File: src/hdl/mabr_pkg.sv
package mabr_pkg;
  localparam int MAX_RADIUS  = 32;
  localparam int SAMPLE_BITS = 16;
  localparam int RING_DEPTH  = 2 * MAX_RADIUS;
  localparam int PTR_BITS    = $clog2(RING_DEPTH);
  localparam int CNT_BITS    = $clog2(RING_DEPTH + 1);
  localparam int RAD_BITS    = $clog2(MAX_RADIUS + 1);
  localparam int SUM_BITS    = SAMPLE_BITS + CNT_BITS - 1;
  localparam int OUT_BITS    = SAMPLE_BITS + 1;
  localparam int REG_BITS    = 6;

  localparam logic FUNC_SAMPLE = 1'b0;
  localparam logic FUNC_FLUSH  = 1'b1;

  typedef enum logic [3:0] {
    ST_IDLE,
    ST_SUB_RD,
    ST_SUB,
    ST_WRITE,
    ST_CTR_RD,
    ST_DIV,
    ST_OUT,
    ST_FL_TRIM_RD,
    ST_FL_TRIM,
    ST_FL_CTR_RD,
    ST_FL_NEXT,
    ST_CLEAR
  } state_t;

  typedef struct packed {
    logic rd_old;
    logic sub_old;
    logic write_new;
    logic rd_center;
    logic div_start;
    logic out_valid;
    logic fl_init;
    logic rd_trim;
    logic trim;
    logic rd_fl_center;
    logic fl_step;
    logic clear;
  } cmd_t;

  typedef struct packed {
    logic need_sub;
    logic do_emit;
    logic fl_empty;
    logic fl_need_trim;
    logic fl_last;
    logic div_done;
    logic out_taken;
  } status_t;
endpackage

File: src/hdl/moving_average_baseline_remover_unit.sv
// Centered moving-average baseline remover, one channel. Each sample beat
// (tuser=0) stores the sample and, once R more frames have arrived, yields the
// sample minus the truncated mean of frames n-R+1..n+R. An end-of-record beat
// (tuser=1) flushes the remaining min(R, frames) results with shrinking windows,
// marks the last with tlast and starts a new record. One item is handled at a
// time: a sample that yields a result goes through a ring read, a sum update,
// a bit-serial divide by the window count and an output state before the next
// beat is accepted; a sample with no result only updates the ring and the sum.
// Each flushed result first trims the frames that left its window, and a flush
// ends with a clear state. Output stalls hold the unit in its output state.
// Writing window_radius restarts the record.
module moving_average_baseline_remover_unit (
  input  logic        clk,
  input  logic        rst,
  input  logic        s_tvalid,
  output logic        s_tready,
  input  logic [15:0] s_tdata,  // [15:0] sample_value
  input  logic        s_tuser,  // func
  output logic        m_tvalid,
  input  logic        m_tready,
  output logic [23:0] m_tdata,  // [16:0] detrended_value, rest zero
  output logic        m_tlast,  // last_of_record
  input  logic        psel,
  input  logic        penable,
  input  logic        pwrite,
  input  logic [1:0]  paddr,
  input  logic [31:0] pwdata,
  output logic [31:0] prdata,
  output logic        pready
);
  import mabr_pkg::*;

  cmd_t    cmd;
  status_t sts;
  logic    busy, in_beat, cfg_we;
  logic [REG_BITS-1:0]  radius_reg;
  logic [OUT_BITS-1:0]  out_value;

  assign s_tready = !busy;
  assign in_beat  = s_tvalid && s_tready;
  assign pready   = 1'b1;
  assign cfg_we   = psel && penable && pwrite && (paddr == 2'd0);
  assign prdata   = (paddr == 2'd0) ? {26'd0, radius_reg} : 32'd0;
  assign m_tvalid = cmd.out_valid;
  assign m_tdata  = {7'd0, out_value};

  mabr_ctrl u_ctrl (
    .clk, .rst, .in_beat, .in_func(s_tuser), .sts, .cmd, .busy
  );

  mabr_dp u_dp (
    .clk, .rst, .in_sample(s_tdata), .cfg_we, .cfg_data(pwdata[REG_BITS-1:0]),
    .cmd, .out_ready(m_tready), .sts, .radius_reg, .out_value,
    .out_last(m_tlast)
  );
endmodule

File: src/hdl/mabr_ctrl.sv
module mabr_ctrl (
  input  logic              clk,
  input  logic              rst,
  input  logic              in_beat,
  input  logic              in_func,
  input  mabr_pkg::status_t sts,
  output mabr_pkg::cmd_t    cmd,
  output logic              busy
);
  import mabr_pkg::*;

  state_t state, state_next;
  logic   flushing, flushing_next;

  always_ff @(posedge clk) begin
    if (rst) begin
      state    <= ST_IDLE;
      flushing <= 1'b0;
    end else begin
      state    <= state_next;
      flushing <= flushing_next;
    end
  end

  always_comb begin
    state_next    = state;
    flushing_next = flushing;
    unique case (state)
      ST_IDLE: begin
        if (in_beat) begin
          if (in_func == FUNC_FLUSH) begin
            flushing_next = 1'b1;
            state_next    = sts.fl_empty ? ST_CLEAR : ST_FL_TRIM_RD;
          end else begin
            flushing_next = 1'b0;
            state_next    = sts.need_sub ? ST_SUB_RD : ST_WRITE;
          end
        end
      end
      ST_SUB_RD:     state_next = ST_SUB;
      ST_SUB:        state_next = ST_WRITE;
      ST_WRITE:      state_next = sts.do_emit ? ST_CTR_RD : ST_IDLE;
      ST_CTR_RD:     state_next = ST_DIV;
      ST_DIV:        if (sts.div_done) state_next = ST_OUT;
      ST_OUT: begin
        if (sts.out_taken) begin
          if (!flushing)       state_next = ST_IDLE;
          else if (sts.fl_last) state_next = ST_CLEAR;
          else                 state_next = ST_FL_NEXT;
        end
      end
      ST_FL_NEXT:    state_next = ST_FL_TRIM_RD;
      ST_FL_TRIM_RD: state_next = sts.fl_need_trim ? ST_FL_TRIM : ST_FL_CTR_RD;
      ST_FL_TRIM:    state_next = ST_FL_TRIM_RD;
      ST_FL_CTR_RD:  state_next = ST_CTR_RD;
      ST_CLEAR:      state_next = ST_IDLE;
      default:       state_next = ST_IDLE;
    endcase
  end

  always_comb begin
    cmd  = '0;
    busy = (state != ST_IDLE);
    unique case (state)
      ST_IDLE: begin
        cmd.fl_init = in_beat && (in_func == FUNC_FLUSH);
        cmd.rd_old  = in_beat && (in_func == FUNC_SAMPLE);
      end
      ST_SUB:        cmd.sub_old = 1'b1;
      ST_WRITE:      cmd.write_new = 1'b1;
      ST_CTR_RD:     cmd.rd_center = 1'b1;
      ST_DIV:        cmd.div_start = 1'b0;
      ST_OUT:        cmd.out_valid = 1'b1;
      ST_FL_NEXT:    cmd.fl_step = 1'b1;
      ST_FL_TRIM_RD: cmd.rd_trim = 1'b1;
      ST_FL_TRIM:    cmd.trim = 1'b1;
      ST_FL_CTR_RD:  cmd.rd_fl_center = 1'b1;
      ST_CLEAR:      cmd.clear = 1'b1;
      default:       cmd = '0;
    endcase
    cmd.div_start = (state == ST_CTR_RD);
  end
endmodule

File: src/hdl/mabr_dp.sv
module mabr_dp (
  input  logic                               clk,
  input  logic                               rst,
  input  logic [mabr_pkg::SAMPLE_BITS-1:0]   in_sample,
  input  logic                               cfg_we,
  input  logic [mabr_pkg::REG_BITS-1:0]      cfg_data,
  input  mabr_pkg::cmd_t                     cmd,
  input  logic                               out_ready,
  output mabr_pkg::status_t                  sts,
  output logic [mabr_pkg::REG_BITS-1:0]      radius_reg,
  output logic [mabr_pkg::OUT_BITS-1:0]      out_value,
  output logic                               out_last
);
  import mabr_pkg::*;

  localparam int QB = SUM_BITS;

  logic [SAMPLE_BITS-1:0] ring [RING_DEPTH];
  logic [SAMPLE_BITS-1:0] rd_data;
  logic [PTR_BITS-1:0]    rd_addr;
  logic                   rd_en;

  logic signed [SUM_BITS-1:0] wsum;
  logic [CNT_BITS-1:0]        frames;
  logic [PTR_BITS-1:0]        wptr;
  logic [SAMPLE_BITS-1:0]     new_sample;

  // flush bookkeeping
  logic [RAD_BITS-1:0] fl_p, fl_i;
  logic [CNT_BITS-1:0] fl_cnt;
  logic signed [SUM_BITS-1:0] fl_sum;
  logic flushing;

  logic [RAD_BITS-1:0] r;
  logic [CNT_BITS-1:0] full, need, frames_inc;

  always_comb begin
    if (radius_reg == '0) r = RAD_BITS'(1);
    else if (radius_reg > REG_BITS'(MAX_RADIUS)) r = RAD_BITS'(MAX_RADIUS);
    else r = RAD_BITS'(radius_reg);
    full = CNT_BITS'(r) << 1;
    frames_inc = (frames < full) ? frames + 1'b1 : frames;
    // target count for current flush output
    need = CNT_BITS'(fl_p - 1'b1 - fl_i) + CNT_BITS'(r);
    if (need > frames) need = frames;
  end

  always_comb begin
    rd_en   = 1'b1;
    rd_addr = '0;
    if (cmd.rd_old)
      rd_addr = wptr - PTR_BITS'(full);
    else if (cmd.rd_center)
      rd_addr = flushing ? (wptr - PTR_BITS'(fl_p) + PTR_BITS'(fl_i))
                         : (wptr - PTR_BITS'(1) - PTR_BITS'(r));
    else if (cmd.rd_trim)
      rd_addr = wptr - PTR_BITS'(fl_cnt);
    else
      rd_en = 1'b0;
  end

  always_ff @(posedge clk) begin
    if (cmd.write_new) ring[wptr] <= new_sample;
    if (rd_en) rd_data <= ring[rd_addr];
  end

  // divider: restoring, magnitude over magnitude, one bit per cycle
  // center sample stays in rd_data while the divide runs (no reads then)
  logic [QB-1:0]         dv_rem_q, dv_quot;
  logic [CNT_BITS:0]     dv_part;
  logic [CNT_BITS-1:0]   dv_den;
  logic [$clog2(QB+1)-1:0] dv_n;
  logic                  dv_neg, dv_busy;
  logic [CNT_BITS:0]     dv_trial;

  assign dv_trial = {dv_part[CNT_BITS-1:0], dv_rem_q[QB-1]};
  assign sts.div_done = dv_busy && (dv_n == '0);

  logic signed [SUM_BITS-1:0] div_sum;
  logic [CNT_BITS-1:0]        div_cnt;
  assign div_sum = flushing ? fl_sum : wsum;
  assign div_cnt = flushing ? fl_cnt : frames;

  logic signed [SUM_BITS:0] mean_s;
  logic signed [OUT_BITS:0] diff;
  always_comb begin
    mean_s = dv_neg ? -$signed({1'b0, dv_quot}) : $signed({1'b0, dv_quot});
    diff = (OUT_BITS+1)'($signed(rd_data)) - (OUT_BITS+1)'(mean_s);
  end

  always_ff @(posedge clk) begin
    if (rst) begin
      radius_reg <= REG_BITS'(1);
      wsum <= '0; frames <= '0; wptr <= '0;
      dv_busy <= 1'b0; flushing <= 1'b0;
      fl_p <= '0; fl_i <= '0; fl_cnt <= '0; fl_sum <= '0;
      out_value <= '0; out_last <= 1'b0;
    end else begin
      if (cfg_we) begin
        radius_reg <= cfg_data;
        wsum <= '0; frames <= '0; wptr <= '0;
      end
      if (cmd.rd_old) begin
        new_sample <= in_sample;
        flushing <= 1'b0;
      end
      if (cmd.sub_old) wsum <= wsum - SUM_BITS'($signed(rd_data));
      if (cmd.write_new) begin
        wsum   <= wsum + SUM_BITS'($signed(new_sample));
        wptr   <= wptr + 1'b1;
        frames <= frames_inc;
      end
      if (cmd.fl_init) begin
        flushing <= 1'b1;
        fl_p   <= (frames < CNT_BITS'(r)) ? RAD_BITS'(frames) : r;
        fl_i   <= '0;
        fl_cnt <= frames;
        fl_sum <= wsum;
      end
      if (cmd.trim) begin
        fl_sum <= fl_sum - SUM_BITS'($signed(rd_data));
        fl_cnt <= fl_cnt - 1'b1;
      end
      if (cmd.fl_step) fl_i <= fl_i + 1'b1;
      if (cmd.div_start) begin
        dv_neg   <= div_sum[SUM_BITS-1];
        dv_rem_q <= div_sum[SUM_BITS-1] ? QB'(-div_sum) : QB'(div_sum);
        dv_part  <= '0;
        dv_den   <= div_cnt;
        dv_n     <= ($clog2(QB+1))'(QB);
        dv_busy  <= 1'b1;
      end else if (dv_busy && dv_n != '0) begin
        dv_n <= dv_n - 1'b1;
        if (dv_trial >= {1'b0, dv_den}) begin
          dv_part  <= dv_trial - {1'b0, dv_den};
          dv_rem_q <= {dv_rem_q[QB-2:0], 1'b1};
        end else begin
          dv_part  <= dv_trial;
          dv_rem_q <= {dv_rem_q[QB-2:0], 1'b0};
        end
      end else if (sts.div_done) begin
        dv_busy   <= 1'b0;
        out_value <= diff[OUT_BITS-1:0];
        out_last  <= flushing && (fl_i + 1'b1 == fl_p);
      end
      if (cmd.clear) begin
        wsum <= '0; frames <= '0; wptr <= '0;
      end
    end
  end
  assign dv_quot = dv_rem_q;

  assign sts.need_sub     = (frames >= full);
  assign sts.do_emit      = (frames_inc >= CNT_BITS'(r) + 1'b1);
  assign sts.fl_empty     = (frames == '0);
  assign sts.fl_need_trim = (fl_cnt > need);
  assign sts.fl_last      = (fl_i + 1'b1 == fl_p);
  assign sts.out_taken    = cmd.out_valid && out_ready;
endmodule

File: config.mk
export PLATFORM = sky130hd
export DESIGN_NAME = moving_average_baseline_remover_unit
export DESIGN_NICKNAME = d
export VERILOG_FILES = /design/src/hdl/mabr_pkg.sv /design/src/hdl/moving_average_baseline_remover_unit.sv /design/src/hdl/mabr_ctrl.sv /design/src/hdl/mabr_dp.sv
export SDC_FILE = /design/constraint.sdc
export NUM_CORES = 2
export LEC_CHECK = 0
export ABC_AREA = 1
export CAP_MARGIN = 30
export CORE_MARGIN = 5
export CORE_UTILIZATION = 50
export CTS_BUF_LIST = sky130_fd_sc_hd__clkbuf_16
export DETAILED_ROUTE_END_ITERATION = 8
export DONT_BUFFER_PORTS = 1
export PLACE_DENSITY_LB_ADDON = 0.05
export SLEW_MARGIN = 10
export SYNTH_ARGS = -nofsm -noshare
export SYNTH_HDL_FRONTEND = slang
export SYNTH_SLANG_ARGS = --single-unit
export TNS_END_PERCENT = 10
File: constraint.sdc
create_clock -name clk -period 10.1 [get_ports clk]
set_clock_uncertainty 0.2 [all_clocks]
set_input_delay 1.01 -clock clk [delete_from_list [all_inputs] [get_ports clk]]
set_output_delay 1.01 -clock clk [all_outputs]
set_load 0.02 [all_outputs]
======== Yosys cells after proc, flatten, opt, wreduce, memory -nomap -nowiden ========
Memory sizes are Yosys's and may differ from the RTL's. A register that Yosys moved wholly into a read port is not among the register bits.
Cells that the tools add are included.
word-level totals
  register bits ........................... 165
  memory bits (writable) .................. 1024
  input bits .............................. 58
  memories ................................ 1
memories
  name       depth  width  rd ports  clocked after memory_dff  write ports  line           source
  u_dp.ring  64     16     1         1                         1            mabr_dp.sv:18  logic [SAMPLE_BITS-1:0] ring [RING_DEPTH];
cells by class
  add/subtract/negate cells ............... 22
  $lt $le $gt $ge ......................... 8
  equal/unequal tests ..................... 16
  mux-type cells .......................... 65
  bitwise gates (word level) .............. 4
  reductions and logical operators ........ 34
operators with widths
  kind                 count
  $mux 22              9
  $mux 6               12
  $mux 7               9
  $sub 22x16->22       2
  $pmux 4 s10          1
  $mux 1               24
  $mux 4               6
  $sub 6x6->6          4
  $add 22x16->22       1
  $neg 22->22          1
  $mux 17              1
  $neg 17->17          1
  $sub 16x17->17       1
  $eq 4x3->1 const B   4
  $eq 4x4->1 const B   4
  $ge 7x7->1           2
  $gt 7x7->1           2
  $add 6x1->6 const B  2
  $reduce_bool 2->1    6
  $logic_and 1x1->1    10
  $reduce_and 2->1     5
  $eq 4x2->1 const B   2
  $ge 8x7->1           1
  $add 6x1->7 const B  1
  other kinds (31)     38

======== Logic depth before layout (Yosys ltp) ========
  depth after elaboration ................. 9
  gate-level depth with buffers ........... 32
  depth with buffers taken out ............ 31

======== Hierarchy ========
Synthesis repeated with hierarchy kept, for this count alone.
second synthesis, totals
  cells, all modules ...................... 6495
  area total of the unflattened synthesis .. 60342.9 µm²
by module, submodules not included
  module                                times used  cells an instance  area an instance (µm²)
  mabr_dp                               1           6352               59512.1
  mabr_ctrl                             1           87                 461.7
  moving_average_baseline_remover_unit  1           56                 369.1

======== Worst setup path after synthesis ========
OpenSTA, ideal clock, no wires.
  path kind ............................... register -> register
  from .................................... register u_dp.radius_reg[4] (netlist name)
  to ...................................... register u_ctrl.state[0]
  setup time .............................. 0.132 ns
  arrival time ............................ 4.403 ns
  required time ........................... 9.768 ns
  slack ................................... 5.365 ns
  cell stages (with the launch flop) ...... 32
  path buffers ............................ 1
  period minus slack after synthesis ...... 4.735 ns
  path through ............................ dfxtp_1 > inv_1 > nand4_1 > nand2_1 > nand2_1 > fa_1 > inv_1 > ha_1 > fa_1 > a21oi_1 > o21ai_0 > xnor2_1 > inv_1 > ha_1 > nand2_1 > nor2_1 > nand2_1 > o211ai_1 > nand2_1 > clkbuf_1 > nand2_1 > o21ai_0 > ha_1 > inv_1 > nor2_1 > nand3_1 > o211ai_1 > a21oi_1 > a21oi_1 > o21ai_0 > nand2_1 > a21oi_1
between the ends
  cells in the longest elaborated chain, start to end .. 9
ends and longest elaborated chain
  element                   line             source
  start: declaration        mabr_dp.sv:10    output logic [mabr_pkg::REG_BITS-1:0] radius_reg,
  start signal: assignment  mabr_dp.sv:100   radius_reg <= cfg_data;
  $gt 6x6->1                mabr_dp.sv:39    else if (radius_reg > REG_BITS'(MAX_RADIUS)) r = RAD_BITS'(MAX_RADIUS);
  $mux 6                    mabr_dp.sv:39
  $mux 6 (*)                mabr_dp.sv:38    if (radius_reg == '0) r = RAD_BITS'(1);
  $add 7x6->7 (*)           mabr_dp.sv:44    need = CNT_BITS'(fl_p - 1'b1 - fl_i) + CNT_BITS'(r);
  $gt 7x7->1                mabr_dp.sv:45    if (need > frames) need = frames;
  $mux 7 (*)                mabr_dp.sv:45
  $gt 7x7->1 (*)            mabr_dp.sv:156   assign sts.fl_need_trim = (fl_cnt > need);
  $mux 1 (*)                mabr_ctrl.sv:53  ST_FL_TRIM_RD: state_next = sts.fl_need_trim ? ST_FL_TRIM : ST_FL_CTR_RD;
  $pmux 4 s10 (*)           mabr_ctrl.sv:28  unique case (state)
  end signal: assignment    mabr_ctrl.sv:20  state <= state_next;
  end: declaration          mabr_ctrl.sv:12  state_t state, state_next;
Every way passes the cells marked *; elsewhere a longest branch is shown, timed or not.
A chain may end at the register's enable or synchronous reset.

======== Final worst setup path ========
  from .................................... register u_dp.radius_reg[4] (netlist name)
  to ...................................... register u_dp.rd_data[0] (read register of u_dp.ring) (data pin)
between the ends
  cells in the longest elaborated chain, start to end .. 7
ends and longest elaborated chain
  element           line           source
  $gt 6x6->1        mabr_dp.sv:39
  $mux 6            mabr_dp.sv:39
  $mux 6 (*)        mabr_dp.sv:38
  $sub 6x6->6       mabr_dp.sv:55  : (wptr - PTR_BITS'(1) - PTR_BITS'(r));
  $mux 6            mabr_dp.sv:54  rd_addr = flushing ? (wptr - PTR_BITS'(fl_p) + PTR_BITS'(fl_i))
  $mux 6            mabr_dp.sv:53  else if (cmd.rd_center)
  $mux 6 (*)        mabr_dp.sv:51  if (cmd.rd_old)
  end: declaration  mabr_dp.sv:19  logic [SAMPLE_BITS-1:0] rd_data;
Marked as above.

==> metrics.md <==
| Metric | Value |
|---|---|
| WL final | `181 mm` |
| Cell Area, Synth | `0.0605 mm2` |
| RSZ-0062 raised after global routing | `false` |
| GRT overflow | `0` |
| DR vias/cell | `5.62` |
| Design area | `0.0662 mm2` |
| CTS buffer count | `137` |
| Hold Crit Class | `in2reg` |
| Largest area contributor in the netlist | `edfxtp_1` |
| Rows | `127` |
| Io pins | `118` |
| Initial antenna violation count | `1` |
| Critical path type | `reg2reg` |
| Synth top cells by count | `1506 x nand2_1, 1268 x nand3_1, 1098 x edfxtp_1` |
| Sequential group share of total power | `36.1%` |
| Internal | `9.92 mW` |
| Outcome | `finished, final reports clean` |
| Clk pwr share | `28.9%` |
| Yosys cell types | `50` |
| CTS clock-pin slew for the worst setup and hold paths | `0.06 ns` |
| Pins Over Slew Limit | `0` |
| Final hold vios | `0` |
| Final period util | `61.4%` |
| #FFs+latches synth | `1205` |
| Fmax | `0.161 GHz` |
| I/O Buffers | `0` |
| Crit path to | `u_dp.rd_data[0]` |
| Critical path peak fanout | `119` |
| Final HPWL DP | `106 mm` |
| 1st-pass router iterations | `6` |
| DR WL/cell | `22.5 um` |
| Global-route wire length before repair | `269 mm` |
| CTS tree | `yes` |
| Htree depth | `4` |
| Mapped Cells | `6364` |
| Switch Pwr | `6.37 mW` |
| Placer Congestion | `0.913` |
| Setup bufs post-CTS | `0` |
| DRT iter0 DRCs | `4190` |
| Switch share | `39.1%` |
| Max cap viols | `0` |
| Max reg flops | `1024` |
| Root buffer cell | `clkbuf_16` |
| Final min period | `6.20 ns` |
| Via total after detailed routing | `45200` |
| Vias in the first global route | `42500` |
| Initial core utilization | `50.4%` |
| PD cells | `246 mW/mm2` |
| Largest net degree at the start of global routing | `200` |
| Placed cell area | `0.0619 mm2` |
| Final Util | `55.1%` |
| Core area | `0.120 mm2` |
| Die span in x | `358 um` |
| Yosys warning count | `0` |
| Pleak | `27.5 nW` |
| Rel. slew slack | `26.1%` |
| Post-synth ARST share | `0%` |
| EDFF count, synth | `1098` |
| Slew @ Worst Pin | `1.11 ns` |
| Gate power share | `35.0%` |
| Worst supply voltage drop on vdd | `0.177 mV` |
| RR Endpoint | `u_dp.rd_data[0]` |
| Crit start category | `flip-flop` |
| Total track usage | `27.8%` |
| Cell count of the worst reg-to-reg path | `20` |
| DIE AREA | `0.128 mm2` |
| Share of the synthesized area in the top cell type | `54.5%` |
| Critical Path Source | `u_dp.radius_reg[4]` |
| WP data required | `10.50 ns` |
| RR Startpoint | `u_dp.radius_reg[4]` |
| Syn avg cell area | `9.51 um2` |
| Reg2Reg Setup Slack | `3.90 ns` |
| Final ANT Viol Nets | `0` |
| Largest register by flop count | `u_dp.ring` |
| Hold buffers post-CTS | `0` |
| Cells resized by post-CTS repair | `0` |
| Die height | `358 um` |
| Top post-synthesis cells by area | `edfxtp_1 54%, nand3_1 10%, nand2_1 9.3%` |
| Count leader, synth | `nand2_1` |
| Layout cells sized above 1 | `5.67%` |
| Final Net Count | `6536` |
| Post-synthesis sequential area ratio | `58.0%` |
| Final setup viols | `0` |
| Area Overhead vs Synth | `9.35%` |
| Final setup TNS | `0 ns` |
| CP arrival | `6.60 ns` |
| Synth Flop Type | `edfxtp_1` |
| CTS sink count | `1205` |
| # DRC | `0` |
| Clock Latency Late Sink | `0.78 ns` |
| CTS max path bufs | `3` |
| Crit end category | `flip-flop` |
## layout by cell type (no fill, tap or decap), types with 35 or more instances in the layout
cell type  netlist  layout
conb_1           2      35
clkbuf_16        0     141
xor2_1          58      58
ha_1           152     152
nor2_1         257     251
clkinv_1         2      41
nand3_1       1268    1266
inv_1          721     752
edfxtp_1      1098    1098
nand3b_1       136     136
a21oi_1        221     218
buf_4           57     121
nand2_1       1506    1506
o21ai_0        208     207
dfxtp_1        107     106
## worst max-delay path: stages (launching register included)
cell and delay [ns]:
dfxtp_1 0.30, inv_1 0.16, nand4_1 0.14, a21oi_1 0.69, inv_1 0.29, ha_1 0.32, inv_1 0.09, fa_1 0.40
o21ai_0 0.15, nand2_1 0.07, o21ai_1 0.16, nor2_4 0.06, buf_12 0.20, inv_8 0.59, buf_4 0.80, nand3_1 0.14
nand3_1 0.16, nand3_1 0.19, nand3_1 0.27, nand3_1 0.26, nand2_1 0.20
## cell families (layout without fill, tap and decap cells)
logic type / count (synthesis) / after routing / share of synthesized area, %
fa+ha+maj: 172 / 172 / 3.80
buf+inv: 1094 / 1112 / 7.92
xor+xnor: 91 / 91 / 1.32
flops: 1205 / 1205 / 58.0
simple gates: 3265 / 3265 / 24.1
other cells: 2 / 36 / 0.0124
mux: 2 / 2 / 0.0331
compound gates: 533 / 533 / 4.82
## per-layer routing
metal | vias to the layer above | GRT usage [%] | part of all wire (%)
li1 | 21500 | - | -
met1 | 21900 | 38.3 | 43
met2 | 1525 | 46.0 | 48
met3 | 277 | 3.82 | 6.3
met4 | 0 | 9.11 | 3.1
met5 | - | 0 | 0
## worst min path at each step
stage,startpoint,cells after the start,to,slack [ns]
final,rst,1,u_dp.fl_sum[2],0.12
after global routing,rst,1,u_dp.fl_sum[2],0.08
after CTS,rst,1,u_dp.fl_sum[2],0.06
after detailed placement,u_dp.fl_sum[18],2,u_dp.fl_sum[18],0.27
after global placement,u_dp.fl_sum[16],2,u_dp.fl_sum[16],0.27
after floorplan,u_dp.fl_sum[18],2,u_dp.fl_sum[18],0.26
## per-stage QoR
| stage | power, mW | hold WS (ns) | std cells | setup WS, ns |
|---|---|---|---|---|
| after floorplan | 9.84 | 0.258 | 6397 | 5.36 |
| after global routing | 17.2 | 0.0849 | 8027 | 3.64 |
| after detailed placement | 11.6 | 0.271 | 7777 | 3.98 |
| after CTS | 16.3 | 0.0560 | 8025 | 3.95 |
| final | 16.3 | 0.119 | 8028 | 3.90 |
| after global placement | 11.6 | 0.268 | 7771 | 4.00 |
## final cells by class
cell class,instances,area [um2]
Fill cell,10800,53900
Sequential cell,1205,35100
Multi-Input combinational cell,4098,20900
Clock buffer,141,3530
Inverter,728,2740
Tap cell,1612,2020
Timing Repair Buffer,136,1220
Clock inverter,107,718
Antenna cell,1,2.50
## power by group through the flow
| stage | combinational, mW | clock, mW | sequential, mW |
|---|---|---|---|
| final | 5.71 | 4.70 | 5.88 |
| after global routing | 6.28 | 5.02 | 5.88 |
| after CTS | 5.68 | 4.79 | 5.87 |
| after detailed placement | 5.66 | 0 | 5.98 |
| after global placement | 5.62 | 0 | 5.98 |
| after floorplan | 3.95 | 0 | 5.89 |
(Power assumes the default switching activity.)
